$ cat src/hw/rtl/htok_pkg.sv
// Shared codes, character constants and the method table of the line tokenizer.
package htok_pkg;

  localparam int START_W = 13;
  localparam int LEN_W   = 14;

  typedef enum logic [2:0] {
    ST_OK         = 3'd0,
    ST_FEW_TOKENS = 3'd1,
    ST_BAD_METHOD = 3'd2,
    ST_NO_KEY     = 3'd3,
    ST_NO_VALUE   = 3'd4,
    ST_TOO_LONG   = 3'd5
  } status_t;

  typedef enum logic [1:0] {
    METH_GET    = 2'd0,
    METH_POST   = 2'd1,
    METH_PUT    = 2'd2,
    METH_DELETE = 2'd3
  } method_t;

  localparam logic [7:0] CH_SP    = 8'h20;
  localparam logic [7:0] CH_TAB   = 8'h09;
  localparam logic [7:0] CH_CR    = 8'h0D;
  localparam logic [7:0] CH_LF    = 8'h0A;
  localparam logic [7:0] CH_COLON = 8'h3A;

  localparam logic [2:0] METH_LEN [4] = '{3'd3, 3'd4, 3'd3, 3'd6};

  typedef struct packed {
    status_t                status;
    method_t                method_code;
    logic [START_W-1:0]     first_start;
    logic [LEN_W-1:0]       first_length;
    logic [START_W-1:0]     second_start;
    logic [LEN_W-1:0]       second_length;
    logic [START_W-1:0]     third_start;
    logic [LEN_W-1:0]       third_length;
  } result_t;

  // Character at position k of the method name m, zero past its end.
  function automatic logic [7:0] meth_char(input method_t m, input logic [2:0] k);
    logic [47:0] txt;
    logic [7:0]  c;
    txt = '0;
    c   = 8'h00;
    unique case (m)
      METH_GET:    txt = {"GET", 24'h0};
      METH_POST:   txt = {"POST", 16'h0};
      METH_PUT:    txt = {"PUT", 24'h0};
      METH_DELETE: txt = "DELETE";
      default:     txt = '0;
    endcase
    case (k)
      3'd0:    c = txt[47:40];
      3'd1:    c = txt[39:32];
      3'd2:    c = txt[31:24];
      3'd3:    c = txt[23:16];
      3'd4:    c = txt[15:8];
      3'd5:    c = txt[7:0];
      default: c = 8'h00;
    endcase
    return c;
  endfunction

endpackage

$ cat src/hw/rtl/htok_if.sv
// Byte and result channel interfaces of the line tokenizer.
interface htok_byte_if;
  logic       valid;
  logic       ready;
  logic [7:0] line_byte;
  logic       header_mode;
  logic       line_end;

  modport source (output valid, line_byte, header_mode, line_end, input ready);
  modport sink (input valid, line_byte, header_mode, line_end, output ready);
endinterface

interface htok_result_if;
  logic        valid;
  logic        ready;
  logic [2:0]  status;
  logic [1:0]  method_code;
  logic [12:0] first_start;
  logic [13:0] first_length;
  logic [12:0] second_start;
  logic [13:0] second_length;
  logic [12:0] third_start;
  logic [13:0] third_length;

  modport source (output valid, status, method_code, first_start, first_length,
                  second_start, second_length, third_start, third_length,
                  input ready);
  modport sink (input valid, status, method_code, first_start, first_length,
                second_start, second_length, third_start, third_length,
                output ready);
endinterface

$ cat src/hw/rtl/htok_front.sv
// Front end: takes one byte per cycle while the queue has room, tracks tokens and emits a line summary.
module htok_front #(
  parameter int MAX_LINE = 8192,
  parameter int PosW     = 14,
  parameter int SumW     = 8 * PosW + 8
) (
  input  logic            clk,
  input  logic            rst,
  htok_byte_if.sink       bytes,
  output logic            push_valid,
  input  logic            push_ready,
  output logic [SumW-1:0] push_data
);
  import htok_pkg::*;

  typedef struct packed {
    logic                   hdr;
    logic                   ovf;
    logic [3:0]             mask;
    logic [1:0]             count;
    logic [PosW-1:0]        ce;
    logic [PosW-1:0]        vs;
    logic [2:0][PosW-1:0]   starts;
    logic [2:0][PosW-1:0]   ends;
  } line_sum_t;

  localparam logic [PosW-1:0] LimitPos = PosW'(MAX_LINE);

  logic [PosW-1:0]      pos, pos_next;
  logic [PosW-1:0]      ce, ce_next;
  logic [PosW-1:0]      vs, vs_next;
  logic [1:0]           count, count_next;
  logic                 in_tok, in_tok_next;
  logic                 skip, skip_next;
  logic [2:0][PosW-1:0] starts, starts_next;
  logic [2:0][PosW-1:0] ends, ends_next, ends_fin;
  logic [3:0]           mask, mask_next;
  logic                 ovf, ovf_next;
  logic [2:0]           mk, mk_next;
  logic                 accept;
  logic                 is_sp, delim;
  line_sum_t            sum;

  assign bytes.ready = push_ready;
  assign accept      = bytes.valid && bytes.ready;

  always_comb begin
    pos_next    = pos;
    ce_next     = ce;
    vs_next     = vs;
    count_next  = count;
    in_tok_next = in_tok;
    skip_next   = skip;
    starts_next = starts;
    ends_next   = ends;
    mask_next   = mask;
    ovf_next    = ovf;
    mk_next     = mk;
    is_sp = (bytes.line_byte == CH_SP) || (bytes.line_byte == CH_TAB);
    delim = bytes.header_mode ? (bytes.line_byte == CH_COLON) : is_sp;
    if (pos == LimitPos) begin
      ovf_next = 1'b1;
    end else begin
      pos_next = pos + 1'b1;
      if (bytes.line_byte != CH_CR && bytes.line_byte != CH_LF) begin
        ce_next = pos + 1'b1;
      end
      if (delim) begin
        if (in_tok && count != 2'd0) begin
          ends_next[2'(count - 2'd1)] = pos;
        end
        in_tok_next = 1'b0;
        skip_next   = 1'b0;
      end else if (in_tok || count != 2'd3) begin
        if (!in_tok) begin
          starts_next[count] = pos;
          count_next         = count + 2'd1;
          in_tok_next        = 1'b1;
          skip_next          = bytes.header_mode && (count == 2'd1);
          if (count == 2'd1) begin
            vs_next = pos;
          end
        end
        if (skip_next) begin
          if (is_sp) begin
            vs_next = pos + 1'b1;
          end else begin
            skip_next = 1'b0;
          end
        end
        if (count_next == 2'd1) begin
          for (int j = 0; j < 4; j++) begin
            if (mk >= METH_LEN[j] ||
                meth_char(method_t'(2'(j)), mk) != bytes.line_byte) begin
              mask_next[j] = 1'b0;
            end
          end
          mk_next = (mk == 3'd7) ? mk : mk + 3'd1;
        end
      end
    end
    ends_fin = ends_next;
    if (in_tok_next && count_next != 2'd0) begin
      ends_fin[2'(count_next - 2'd1)] = pos_next;
    end
  end

  always_comb begin
    sum.hdr    = bytes.header_mode;
    sum.ovf    = ovf_next;
    sum.mask   = mask_next;
    sum.count  = count_next;
    sum.ce     = ce_next;
    sum.vs     = vs_next;
    sum.starts = starts_next;
    sum.ends   = ends_fin;
  end

  assign push_valid = accept && bytes.line_end;
  assign push_data  = sum;

  always_ff @(posedge clk) begin
    if (rst || (accept && bytes.line_end)) begin
      pos    <= '0;
      ce     <= '0;
      vs     <= '0;
      count  <= '0;
      in_tok <= 1'b0;
      skip   <= 1'b0;
      starts <= '0;
      ends   <= '0;
      mask   <= 4'hF;
      ovf    <= 1'b0;
      mk     <= '0;
    end else if (accept) begin
      pos    <= pos_next;
      ce     <= ce_next;
      vs     <= vs_next;
      count  <= count_next;
      in_tok <= in_tok_next;
      skip   <= skip_next;
      starts <= starts_next;
      ends   <= ends_next;
      mask   <= mask_next;
      ovf    <= ovf_next;
      mk     <= mk_next;
    end
  end

endmodule

$ cat src/hw/rtl/htok_queue.sv
// Two-entry queue of line summaries between the front and back ends.
module htok_queue #(
  parameter int Width = 120
) (
  input  logic             clk,
  input  logic             rst,
  input  logic             push_valid,
  output logic             push_ready,
  input  logic [Width-1:0] push_data,
  output logic             pop_valid,
  input  logic             pop_ready,
  output logic [Width-1:0] pop_data
);

  logic [Width-1:0] slots [2];
  logic             wp, rp;
  logic [1:0]       fill;
  logic             do_push, do_pop;

  assign push_ready = (fill != 2'd2);
  assign pop_valid  = (fill != 2'd0);
  assign pop_data   = slots[rp];
  assign do_push    = push_valid && push_ready;
  assign do_pop     = pop_valid && pop_ready;

  always_ff @(posedge clk) begin
    if (rst) begin
      wp   <= 1'b0;
      rp   <= 1'b0;
      fill <= 2'd0;
    end else begin
      if (do_push) begin
        slots[wp] <= push_data;
        wp        <= ~wp;
      end
      if (do_pop) begin
        rp <= ~rp;
      end
      fill <= fill + {1'b0, do_push} - {1'b0, do_pop};
    end
  end

endmodule

$ cat src/hw/rtl/htok_back.sv
// Back end: clamps token bounds, checks the method and registers the result.
module htok_back #(
  parameter int PosW = 14,
  parameter int SumW = 8 * PosW + 8
) (
  input  logic            clk,
  input  logic            rst,
  input  logic            pop_valid,
  output logic            pop_ready,
  input  logic [SumW-1:0] pop_data,
  htok_result_if.source   results
);
  import htok_pkg::*;

  typedef struct packed {
    logic                   hdr;
    logic                   ovf;
    logic [3:0]             mask;
    logic [1:0]             count;
    logic [PosW-1:0]        ce;
    logic [PosW-1:0]        vs;
    logic [2:0][PosW-1:0]   starts;
    logic [2:0][PosW-1:0]   ends;
  } line_sum_t;

  line_sum_t            sum;
  logic [1:0]           n_c;
  logic                 brk;
  logic [PosW-1:0]      e_tmp;
  logic [2:0][PosW-1:0] st_c, en_c;

  logic                 s1_valid;
  logic                 s1_hdr, s1_ovf;
  logic [3:0]           s1_mask;
  logic [1:0]           s1_n;
  logic [PosW-1:0]      s1_vs;
  logic [2:0][PosW-1:0] s1_st, s1_en;
  logic                 s1_ready;

  logic [2:0][PosW-1:0] len;
  logic [PosW-1:0]      vs_c;
  logic                 found;
  method_t              code;
  result_t              res;
  result_t              out_item;
  logic                 out_valid;
  logic                 out_ld;

  assign sum = pop_data;

  always_comb begin
    n_c   = 2'd0;
    brk   = 1'b0;
    e_tmp = '0;
    st_c  = '0;
    en_c  = '0;
    for (int i = 0; i < 3; i++) begin
      if (2'(i) < sum.count && !brk) begin
        if (sum.starts[i] >= sum.ce) begin
          brk = 1'b1;
        end else begin
          n_c = n_c + 2'd1;
        end
      end
      st_c[i] = sum.starts[i];
      e_tmp   = (sum.ends[i] > sum.ce) ? sum.ce : sum.ends[i];
      en_c[i] = (e_tmp < sum.starts[i]) ? sum.starts[i] : e_tmp;
    end
  end

  always_comb begin
    for (int i = 0; i < 3; i++) begin
      len[i] = s1_en[i] - s1_st[i];
    end
    vs_c  = (s1_vs > s1_en[1]) ? s1_en[1] : s1_vs;
    found = 1'b0;
    code  = METH_GET;
    for (int j = 3; j >= 0; j--) begin
      if (s1_mask[j] && len[0] == PosW'(METH_LEN[j])) begin
        found = 1'b1;
        code  = method_t'(2'(j));
      end
    end
    res = '0;
    if (s1_ovf) begin
      res.status = ST_TOO_LONG;
    end else if (!s1_hdr) begin
      if (s1_n != 2'd3) begin
        res.status = ST_FEW_TOKENS;
      end else if (!found) begin
        res.status = ST_BAD_METHOD;
      end else begin
        res.status        = ST_OK;
        res.method_code   = code;
        res.first_start   = START_W'(s1_st[0]);
        res.first_length  = LEN_W'(len[0]);
        res.second_start  = START_W'(s1_st[1]);
        res.second_length = LEN_W'(len[1]);
        res.third_start   = START_W'(s1_st[2]);
        res.third_length  = LEN_W'(len[2]);
      end
    end else begin
      if (s1_n == 2'd0) begin
        res.status = ST_NO_KEY;
      end else if (s1_n == 2'd1) begin
        res.status = ST_NO_VALUE;
      end else begin
        res.status        = ST_OK;
        res.first_start   = START_W'(s1_st[0]);
        res.first_length  = LEN_W'(len[0]);
        res.second_start  = START_W'(vs_c);
        res.second_length = LEN_W'(s1_en[1] - vs_c);
      end
    end
  end

  assign out_ld    = !out_valid || results.ready;
  assign s1_ready  = !s1_valid || out_ld;
  assign pop_ready = s1_ready;

  always_ff @(posedge clk) begin
    if (rst) begin
      s1_valid  <= 1'b0;
      out_valid <= 1'b0;
    end else begin
      if (s1_ready) begin
        s1_valid <= pop_valid;
        if (pop_valid) begin
          s1_hdr  <= sum.hdr;
          s1_ovf  <= sum.ovf;
          s1_mask <= sum.mask;
          s1_n    <= n_c;
          s1_vs   <= sum.vs;
          s1_st   <= st_c;
          s1_en   <= en_c;
        end
      end
      if (out_ld) begin
        out_valid <= s1_valid;
        if (s1_valid) begin
          out_item <= res;
        end
      end
    end
  end

  assign results.valid         = out_valid;
  assign results.status        = out_item.status;
  assign results.method_code   = out_item.method_code;
  assign results.first_start   = out_item.first_start;
  assign results.first_length  = out_item.first_length;
  assign results.second_start  = out_item.second_start;
  assign results.second_length = out_item.second_length;
  assign results.third_start   = out_item.third_start;
  assign results.third_length  = out_item.third_length;

endmodule

$ cat src/hw/rtl/http_request_line_tokenizer.sv
// Top level of the HTTP request line and header line tokenizer.
//
//   channel   direction  request
//   bytes     in         one byte of a line, mode flag, last-byte mark
//   results   out        status, method code, three token offsets and lengths
//
// One byte is taken per cycle while the summary queue has room.
// The summary of a line passes from the edge that takes its last byte
// through a two-entry summary queue, a clamp stage and the output register.
// A stalled result stops the byte input only once four lines wait in the
// queue, the clamp stage and the output register.
// Reset is synchronous and clears the line state and all handshakes.
module http_request_line_tokenizer #(
  parameter int MAX_LINE = 8192
) (
  input  logic          clk,
  input  logic          rst,
  htok_byte_if.sink     bytes,
  htok_result_if.source results
);

  localparam int PosW = $clog2(MAX_LINE + 1);
  localparam int SumW = 8 * PosW + 8;

  logic            f_valid, f_ready;
  logic [SumW-1:0] f_data;
  logic            b_valid, b_ready;
  logic [SumW-1:0] b_data;

  htok_front #(
    .MAX_LINE (MAX_LINE),
    .PosW     (PosW),
    .SumW     (SumW)
  ) u_front (
    .clk        (clk),
    .rst        (rst),
    .bytes      (bytes),
    .push_valid (f_valid),
    .push_ready (f_ready),
    .push_data  (f_data)
  );

  htok_queue #(
    .Width (SumW)
  ) u_queue (
    .clk        (clk),
    .rst        (rst),
    .push_valid (f_valid),
    .push_ready (f_ready),
    .push_data  (f_data),
    .pop_valid  (b_valid),
    .pop_ready  (b_ready),
    .pop_data   (b_data)
  );

  htok_back #(
    .PosW (PosW),
    .SumW (SumW)
  ) u_back (
    .clk       (clk),
    .rst       (rst),
    .pop_valid (b_valid),
    .pop_ready (b_ready),
    .pop_data  (b_data),
    .results   (results)
  );

endmodule

$ cat src/flat_wrapper.sv
// flat-port wrapper written by rule: the top's interface ports become plain ports
module http_request_line_tokenizer_flat 
#(
  parameter int MAX_LINE = 8192
)
  (clk, rst, bytes_valid, bytes_line_byte, bytes_header_mode, bytes_line_end, bytes_ready, results_valid, results_status, results_method_code, results_first_start, results_first_length, results_second_start, results_second_length, results_third_start, results_third_length, results_ready);
  htok_byte_if bytes_i ();
  htok_result_if results_i ();
  input  logic clk;
  input  logic rst;
  input wire logic [$bits(bytes_i.valid)-1:0] bytes_valid;
  input wire logic [$bits(bytes_i.line_byte)-1:0] bytes_line_byte;
  input wire logic [$bits(bytes_i.header_mode)-1:0] bytes_header_mode;
  input wire logic [$bits(bytes_i.line_end)-1:0] bytes_line_end;
  output wire logic [$bits(bytes_i.ready)-1:0] bytes_ready;
  output wire logic [$bits(results_i.valid)-1:0] results_valid;
  output wire logic [$bits(results_i.status)-1:0] results_status;
  output wire logic [$bits(results_i.method_code)-1:0] results_method_code;
  output wire logic [$bits(results_i.first_start)-1:0] results_first_start;
  output wire logic [$bits(results_i.first_length)-1:0] results_first_length;
  output wire logic [$bits(results_i.second_start)-1:0] results_second_start;
  output wire logic [$bits(results_i.second_length)-1:0] results_second_length;
  output wire logic [$bits(results_i.third_start)-1:0] results_third_start;
  output wire logic [$bits(results_i.third_length)-1:0] results_third_length;
  input wire logic [$bits(results_i.ready)-1:0] results_ready;
  assign bytes_i.valid = bytes_valid;
  assign bytes_i.line_byte = bytes_line_byte;
  assign bytes_i.header_mode = bytes_header_mode;
  assign bytes_i.line_end = bytes_line_end;
  assign bytes_ready = bytes_i.ready;
  assign results_valid = results_i.valid;
  assign results_status = results_i.status;
  assign results_method_code = results_i.method_code;
  assign results_first_start = results_i.first_start;
  assign results_first_length = results_i.first_length;
  assign results_second_start = results_i.second_start;
  assign results_second_length = results_i.second_length;
  assign results_third_start = results_i.third_start;
  assign results_third_length = results_i.third_length;
  assign results_i.ready = results_ready;
  http_request_line_tokenizer #(.MAX_LINE(MAX_LINE)) u_core (.clk(clk), .rst(rst), .bytes(bytes_i), .results(results_i));
endmodule
$ cat config.mk
export PLATFORM = sky130hd
export DESIGN_NAME = http_request_line_tokenizer_flat
export DESIGN_NICKNAME = d
export VERILOG_FILES = /design/src/hw/rtl/htok_pkg.sv /design/src/hw/rtl/htok_if.sv /design/src/hw/rtl/htok_front.sv /design/src/hw/rtl/htok_queue.sv /design/src/hw/rtl/htok_back.sv /design/src/hw/rtl/http_request_line_tokenizer.sv /design/src/flat_wrapper.sv
export SDC_FILE = /design/constraint.sdc
export NUM_CORES = 1
export LEC_CHECK = 0
export BUFFER_PORTS_ARGS = -buffer_cell sky130_fd_sc_hd__buf_4
export CAP_MARGIN = 20
export CORE_MARGIN = 1.5
export CORE_UTILIZATION = 65
export CTS_BUF_LIST = sky130_fd_sc_hd__clkbuf_4 sky130_fd_sc_hd__clkbuf_8
export DETAILED_ROUTE_END_ITERATION = 7
export GPL_TIMING_DRIVEN = 0
export PLACE_DENSITY = 0.92
export REMOVE_ABC_BUFFERS = 1
export SETUP_SLACK_MARGIN = 0.1
export SKIP_LAST_GASP = 1
export SLEW_MARGIN = 20
export SYNTH_ARGS = -nofsm -noshare
export SYNTH_HDL_FRONTEND = slang
export SYNTH_SLANG_ARGS = --single-unit
$ cat constraint.sdc
create_clock -name clk -period 34.6 [get_ports clk]
set_clock_uncertainty 0.1 [all_clocks]
set_input_delay 3.46 -clock clk [delete_from_list [all_inputs] [get_ports clk]]
set_output_delay 3.46 -clock clk [all_outputs]
set_load 0.02 [all_outputs]
==> metrics <==
Max Freq=143 MHz; Root Driver=clkbuf_8; Reg2Reg Depth=19; Clock Power Share=0.243; hold endpoint=u_core.u_front.ends[17]; distinct cell type count after synthesis=87; ys flop type=edfxtp_1; Die W=219 um; combinational power share=0.408; Final GP Congestion=0.941; Ys Warns=0; crit path DAT=7.31 ns; drt pass-1 iters=8; post-synthesis async set-or-reset flop share=0; Post-synth EDFFs=432; clock tree buffer depth=3; status=finished with violations; Starting Density=0.664; Vias=23,400; pin count of the biggest net entering global routing=64; post-DR wirelength/cell=23.5 um; Switch Pwr=0.944 mW; Relative slew margins=0.164; sequential area share after synthesis=0.524; fin crit period=6.99 ns; final hold violation count=0; syn avg cell area=11.0 um2; I/O Pins=102; hold path depth=2; CP Capture Type=register; power per cell area=75.2 nW/um2; routed wire length=83,300 um; met3 Resource Use GR=0.0672; worst path required time=34.93 ns; top post-synthesis cells by area=edfxtp_1, dfxtp_1, ha_1, mux2_2, a21oi_1; hold bufs inserted after CTS=0; r2r endpoint=u_core.u_back.s1_en[39]; clock-pin slew on the worst setup and hold paths=0.06 ns; Core ar.=45,700 um2; Iteration-0 DRC Markers=2,904; Final Max Tran Viols=0; max cap viols=0; post_cts resized=0; failing checks=DRC; antenna violations before repair=3; switching share of total power=0.371; critical path launch point type=register; layout cells sized above 1=0.180; gr ovfl total=0; hold path startpoint=u_core.u_front.ends[17]; Site Rows=78; die area=48,000 um2; post-CTS setup buffer count=0; maximum VDD drop=0.0000582 V; overall routing resource usage=0.348; share of power burned in registers=0.349; antenna viol nets, final=0; Tightest Pin Transition=1.25 ns; Mapped Area=30,300 um2; Setup CP Type=reg2reg; commonest non-fill, non-tap cell in the layout=edfxtp_1; Synth top area share=0.428; clk sinks=577; HP Class=reg2reg; worst skew pair latency=0.73 ns; first-pass GRT wire length=127,000 um; final worst path period share=0.202; P_leak=13.5 nW; endpoints failing setup=0; synthesized instance count=2,766; Yosys reg bits=577; Max FO, Critical Path=48; drt via density=6.58; Final HPWL DP=57,600 um; Area Growth Syn to Fin=11.8%; RSZ-0062 raised after global routing=no; I/O Buffers=101; CTS tree=yes; nets=3,094; setup tns final=0 ns; H-Tree Depth=3; GRT Max-Usage Layer=met2; Reg2Reg Setup Slack=27.61 ns; most frequent cells in the layout=edfxtp_1, a21oi_1, nor2_1; area leader, netlist=edfxtp_1; Die Y=219 um; vias in the first global route=23,100; Final Hold Slack=0.353 ns; M2 GR Usage=0.543; Num CTS Buffers=92; Pint=1.60 mW; DRC=1; met1 global-route usage=0.447
==> area by class of cell <==
cell class	count	area (um2)
multi-input combinational	1895	13400
fill	2884	11800
clock buffer	146	1800
antenna	1	2.50
tap	600	751
sequential	577	15900
inverter	150	563
clock inverter	28	184
timing repair buffer	155	1360
==> worst max-delay path by stage <==
| stage | end | cells past startpoint |
|---|---|---|
| after global routing | u_core.u_back.s1_en[12] | 18 |
| after CTS | u_core.u_back.s1_en[39] | 19 |
| after floorplan | u_core.u_queue.slots[1][0] | 3 |
| final | u_core.u_back.s1_en[39] | 19 |
| after detailed placement | u_core.u_queue.slots[0][14] | 8 |
| after global placement | u_core.u_queue.slots[1][81] | 4 |
==> metal layers <==
metal	vias to the layer above	part of all wire
met1	11200	0.38
met5	-	0.00013
met2	1472	0.45
met3	338	0.11
met4	2	0.059
li1	10300	-
==> per-stage QoR <==
stage | instances | worst slack [ns] | instance area (um2) | utilization | power (mW)
2_1_floorplan | 2622 | 20.68 | 29700 | - | 1.63
3_3_place_gp | 3323 | 15.51 | 31200 | 0.683 | 1.85
3_5_place_dp | 3376 | 27.35 | 31900 | 0.698 | 1.90
4_1_cts | 3550 | 27.58 | 33900 | 0.742 | 2.52
5_1_grt | 3552 | 27.25 | 33900 | 0.742 | 2.67
6_report | 3552 | 27.61 | 33900 | 0.742 | 2.55
==> state kept, by name, indices dropped and copies added (netlist names), 13 cells and up, named ones only <==
name and count:
u_core.u_back.results.second_length 14, u_core.u_front.vs 14, u_core.u_back.results.second_start 13, u_core.u_back.s1_en 42, u_core.u_back.results.first_length 14, u_core.u_front.pos 14, u_core.u_queue.slots 240, u_core.u_front.ends 42
u_core.u_back.results.first_start 13, u_core.u_front.starts 42, u_core.u_back.results.third_length 14, u_core.u_back.results.third_start 13, u_core.u_back.s1_vs 14, u_core.u_back.s1_st 42, u_core.u_front.ce 14
==> logic make-up after synthesis <==
kind of cell	synth area share
AO/OA/AOI/OAI	0.122
XOR/XNOR	0.0205
adder cells (fa/ha/maj)	0.0872
buffers and inverters	0.0390
flip-flops	0.524
multiplexers	0.0927
AND/OR/NAND/NOR	0.115
==> cells in the mapped netlist, types with 26 or more instances <==
master and count:
edfxtp_1 432, a21oi_1 281, nor2_1 265, nand2_1 220, ha_1 205, mux2_2 163, inv_1 150, dfxtp_1 145
o21ai_0 89, clkbuf_1 87, mux2i_1 84, o22ai_1 49, nand3_1 47, nor3_1 46, xnor2_1 41, buf_2 31
a21o_1 30, xor2_1 30, nand4_1 26, nor2b_1 26
==> power groups by stage <==
stage               logic, mW  registers [mW]  clock network (mW)
CTS                      1.01           0.888               0.622
floorplan               0.704           0.923                   0
global placement        0.922           0.929                   0
global route             1.12           0.895               0.654
detailed placement      0.999           0.902                   0
finish                   1.04           0.889               0.619
==> worst max-delay path: stages, from the launching register on <==
cell and delay [ns]:
dfxtp_4 0.72, buf_16 0.33, mux2_2 0.39, inv_1 0.48, ha_1 0.27, nand4_1 0.16
nor3_1 0.30, a21boi_0 0.25, o31a_1 0.76, nor2_1 0.08, a21oi_1 0.41, ha_1 0.33
a21oi_1 0.16, nor2b_1 0.06, o21ai_0 0.19, nand2_1 0.17, a21oi_1 0.16, o21ai_0 0.24
nor2_2 0.65, mux2_2 0.41
Power figures use the tool's default switching activity.
